File: src/rtl/gmg_mod.sv
// Restoring remainder unit: one dividend bit per cycle.
module gmg_mod #(
  parameter int DW = 31,
  parameter int VW = 11
) (
  input  logic          clk,
  input  logic          rst,
  input  logic          go,
  input  logic [DW-1:0] dividend,
  input  logic [VW-1:0] divisor,
  output logic          done,
  output logic [VW-1:0] rem
);

  localparam int CNTW = $clog2(DW + 1);

  logic [DW-1:0]   quo_sh;
  logic [VW-1:0]   dvs;
  logic [CNTW-1:0] left;
  logic [VW:0]     trial;

  // Shift the next dividend bit into the partial remainder
  always_comb begin
    trial = {rem, quo_sh[DW-1]};
  end

  always_ff @(posedge clk) begin
    if (rst) begin
      left <= '0;
      done <= 1'b0;
    end else begin
      done <= 1'b0;
      if (go) begin
        quo_sh <= dividend;
        dvs    <= divisor;
        rem    <= '0;
        left   <= CNTW'(DW);
      end else if (left != '0) begin
        quo_sh <= quo_sh << 1;
        if (trial >= {1'b0, dvs}) begin
          rem <= VW'(trial - {1'b0, dvs});
        end else begin
          rem <= VW'(trial);
        end
        left <= left - CNTW'(1);
        if (left == CNTW'(1)) begin
          done <= 1'b1;
        end
      end
    end
  end

endmodule

File: config.mk
export PLATFORM = sky130hd
export DESIGN_NAME = gmg_mod
export DESIGN_NICKNAME = d
export VERILOG_FILES = /design/src/rtl/gmg_mod.sv
export SDC_FILE = /design/constraint.sdc
export NUM_CORES = 1
export LEC_CHECK = 0
export ABC_AREA = 1
export BUFFER_PORTS_ARGS = -buffer_cell sky130_fd_sc_hd__buf_2
export CAP_MARGIN = 40
export CORE_MARGIN = 2
export CORE_UTILIZATION = 60
export DETAILED_ROUTE_END_ITERATION = 10
export PLACE_DENSITY_LB_ADDON = 0.25
export SLEW_MARGIN = 20
export SYNTH_ARGS = -nofsm -noshare
export SYNTH_HDL_FRONTEND = slang
export SYNTH_SLANG_ARGS = --single-unit
File: constraint.sdc
create_clock -name clk -period 6.1 [get_ports clk]
set_input_delay 0.305 -clock clk [delete_from_list [all_inputs] [get_ports clk]]
set_output_delay 0.305 -clock clk [all_outputs]
set_load 0.01 [all_outputs]
==> flow_summary.yaml <==
setup_path:
  worstRegToRegCells: 13
  startpoint_type: "flip-flop"
  crit_path_start: "quo_sh[30]$_DFFE_PP_"
  path_cells: "inv_1 -> ha_1 -> fa_1 -> inv_1 -> nand2_1 -> nand2_1 -> nand2_4 -> nand2_4 -> nand2_4 -> nand3_4 -> inv_1 -> nor2_1 -> nor2_1"
  reg2reg_slack_ns: 3.83
  worstReg2RegEnd: "rem[8]$_SDFFCE_PP0P_"
  critPathArrivalTime_ns: 2.36
  cp_max_fo: 17
  cp-endpoint: "rem[8]$_SDFFCE_PP0P_"
  crit_required_ns: 6.19
  cp-end-kind: "flip-flop"
  critPathMaxStageDelay_ns: 0.42
  crit_slowest_cell: "fa_1"
  path_class: "flip-flop to flip-flop"
  worstReg2RegStart: "quo_sh[30]$_DFFE_PP_"
routing:
  routed_wl_um: 6658
  drtIter0Drc: 194
  first_pass_iters: 4
  wire_per_inst_um: 12.59
  dr_total_vias: 2668
  drc: 0
  viasPerCell: 5.043
  ant_nets: 0
place:
  gp_congestion: 0.8750
  portBuffers: 56
  placed_cell_area_sq_mm: 0.003613
  preCtsSetupSlack_ns: 3.849
  dp_cells: 513
  place_hpwl_um: 4711
clocking:
  cts_buffer_depth: 2
  cts.sinks: 59
  worstSkewPairLatency_ns: 0.34
  cts_tree: "built"
  path_clk_slew_ns: 0.07
  clockRootBuffer: "clkbuf_8"
  postCtsSetupRepairBufs: 0
  h-tree-depth: 3
  holdBufCountCts: 0
  cts_buffers: 9
  ctsResizeCount: 0
power:
  pwr-share-clk_pct: 34.8
  switchingPower_mw: 0.3506
  fin_total_pwr_mw: 1.214
  ir_drop_v: 0.0002373
  swShare_pct: 28.87
  power.leakage_nw: 2.007
  intPower_mw: 0.8638
  combPwrFrac_pct: 23.2
  pwr-share-seq_pct: 42.0
  power_per_cell_area_mw_per_mm2: 315.8
grt:
  gr-usage-all-layers_pct: 23.86
  grt_pass1_vias: 2528
  grt_antenna_before_repair: 0
  grt_max_degree: 45
  grt_pass1_wl_um: 11160
  grt_overflow: 0
floorplan:
  die_w_um: 77.79
  die_area_sq_mm: 0.006051
  initial_core_util_pct: 63.16
  die_h_um: 77.79
  io_pins: 57
  rows: 26
  core_region_area_sq_mm: 0.005172
layout:
  layout_commonest_cell: "nand2_1"
  drive_gt1_share_pct: 19.17
  fin_util_pct: 74.33
  layout_common_cells: "nand2_1 (166), inv_1 (58), buf_2 (56)"
  num-nets-final: 514
  fin_area_sq_mm: 0.003845
  diodes: 0
  final_cells: 529
  syn_to_final_growth_pct: 17.69
sta:
  setup_viol: 0
  setup_ws_ns: 3.828
  drv_slew: 0
  setup-tns-final_ns: 0
  rsz0062_at_grt: "false"
  fin_crit_ns: 2.272
  worstMarginPinSlew_ns: 0.5996
  timing.fmax_mhz: 440.2
  finalCritPeriodShare_pct: 37.24
  fin_skew_ns: 0.006973
  hold_ws_ns: 0.1371
  relSlewSlack_pct: 60.03
  hold_viol_final: 0
run_status:
  status: "complete, no violations"
synthesis:
  synth_cell_type_count: 31
  synth_area_sq_mm: 0.003267
  synth_cells: 393
  synth-seq-area-share_pct: 52.39
  synth_fp_nets: 453
  ys_ff_latch: 59
  syn_area_per_cell_sq_um: 8.313
  yosysWarnings: 0
hold_path:
  hp-class: "primary input to flip-flop"
run:
  max_cap_viol_count: 0
## power groups by stage
stage | clock network (mW) | logic (mW) | registers, mW
2_1_floorplan | 0 | 0.204 | 0.520
3_3_place_gp | 0 | 0.267 | 0.518
3_5_place_dp | 0 | 0.278 | 0.519
4_1_cts | 0.427 | 0.282 | 0.511
5_1_grt | 0.443 | 0.322 | 0.515
6_report | 0.422 | 0.282 | 0.511
## registers in the layout, indices dropped and copies added, names as in the netlist
signal  cells
done        1
dvs        11
left        5
rem        11
quo_sh     31
## critical path: cells and delay by family, from the launching register on
family                     cells  cell delay (ns)
DFF                            1             0.35
and+or+nand+nor                8             0.76
adders and majority gates      2             0.65
buffers and inverters          3             0.26
## synth_stat cells
| cell | instances | area, sq um |
|---|---|---|
| ha_1 | 14 | 175.2 |
| nor3b_1 | 1 | 7.510 |
| nand3_1 | 14 | 70.07 |
| inv_2 | 1 | 3.750 |
| a21oi_1 | 6 | 30.03 |
| nor2_4 | 1 | 11.26 |
| buf_2 | 2 | 10.01 |
| nand2_2 | 5 | 31.28 |
| clkbuf_1 | 5 | 18.77 |
| o21ai_0 | 2 | 10.01 |
| a211oi_1 | 1 | 7.510 |
| nand2_1 | 166 | 623.1 |
| inv_1 | 58 | 217.7 |
| nor2_2 | 2 | 12.51 |
| nor3_1 | 1 | 5.000 |
| nand2_4 | 3 | 33.78 |
| buf_1 | 1 | 3.750 |
| or2_2 | 1 | 6.260 |
| xor2_1 | 3 | 26.28 |
| nand4_1 | 9 | 56.30 |
| fa_1 | 1 | 20.02 |
| xnor2_1 | 1 | 8.760 |
| dfxtp_1 | 6 | 120.1 |
| edfxtp_1 | 53 | 1592 |
| a31oi_1 | 1 | 6.260 |
| nor2_1 | 30 | 112.6 |
| nand3_4 | 1 | 17.52 |
| buf_6 | 1 | 11.26 |
| nor4_1 | 1 | 6.260 |
| clkinv_1 | 1 | 3.750 |
| or2_4 | 1 | 8.760 |
## worst min-delay path by stage
stage                         start              endpoint  slack [ns]  depth (start not counted)
2_1_floorplan                   rst  left[0]$_SDFFE_PP0N_        0.37                          1
3_3_place_gp   left[1]$_SDFFE_PP0N_  left[1]$_SDFFE_PP0N_        0.47                          2
3_5_place_dp   left[4]$_SDFFE_PP0N_  left[4]$_SDFFE_PP0N_        0.47                          2
4_1_cts                 divisor[10]     dvs[10]$_DFFE_PP_        0.13                          1
5_1_grt                  divisor[8]      dvs[8]$_DFFE_PP_        0.12                          1
6_report                divisor[10]     dvs[10]$_DFFE_PP_        0.14                          1
## final cells by class
cell class                 count  area [sq um]
clock inverter                 6         103.9
inverter                      60         225.2
multi-input combinational    265          1286
fill                         380          1328
clock buffer                  10         127.6
sequential                    59          1712
tap                           70         87.58
timing repair buffer          59         302.8
## per-layer routing
metal / wire (um) / track usage (%) / vias up
met1: 2782 / 29.90 / 1221
met2: 3429 / 40.17 / 78
met4: 78 / 8.393 / 0
li1: - / - / 1359
met3: 367 / 5.930 / 10
met5: 0 / 0 / -
## cell families after synthesis
kind of cell | share of synthesized area (%)
DFF | 52.39
AOI/OAI and AO/OA | 1.647
buffers and inverters | 8.234
and+or+nand+nor | 30.68
adders and majority gates | 5.975
xor gates and xnor gates | 1.073
Power figures use the tool's default switching activity.
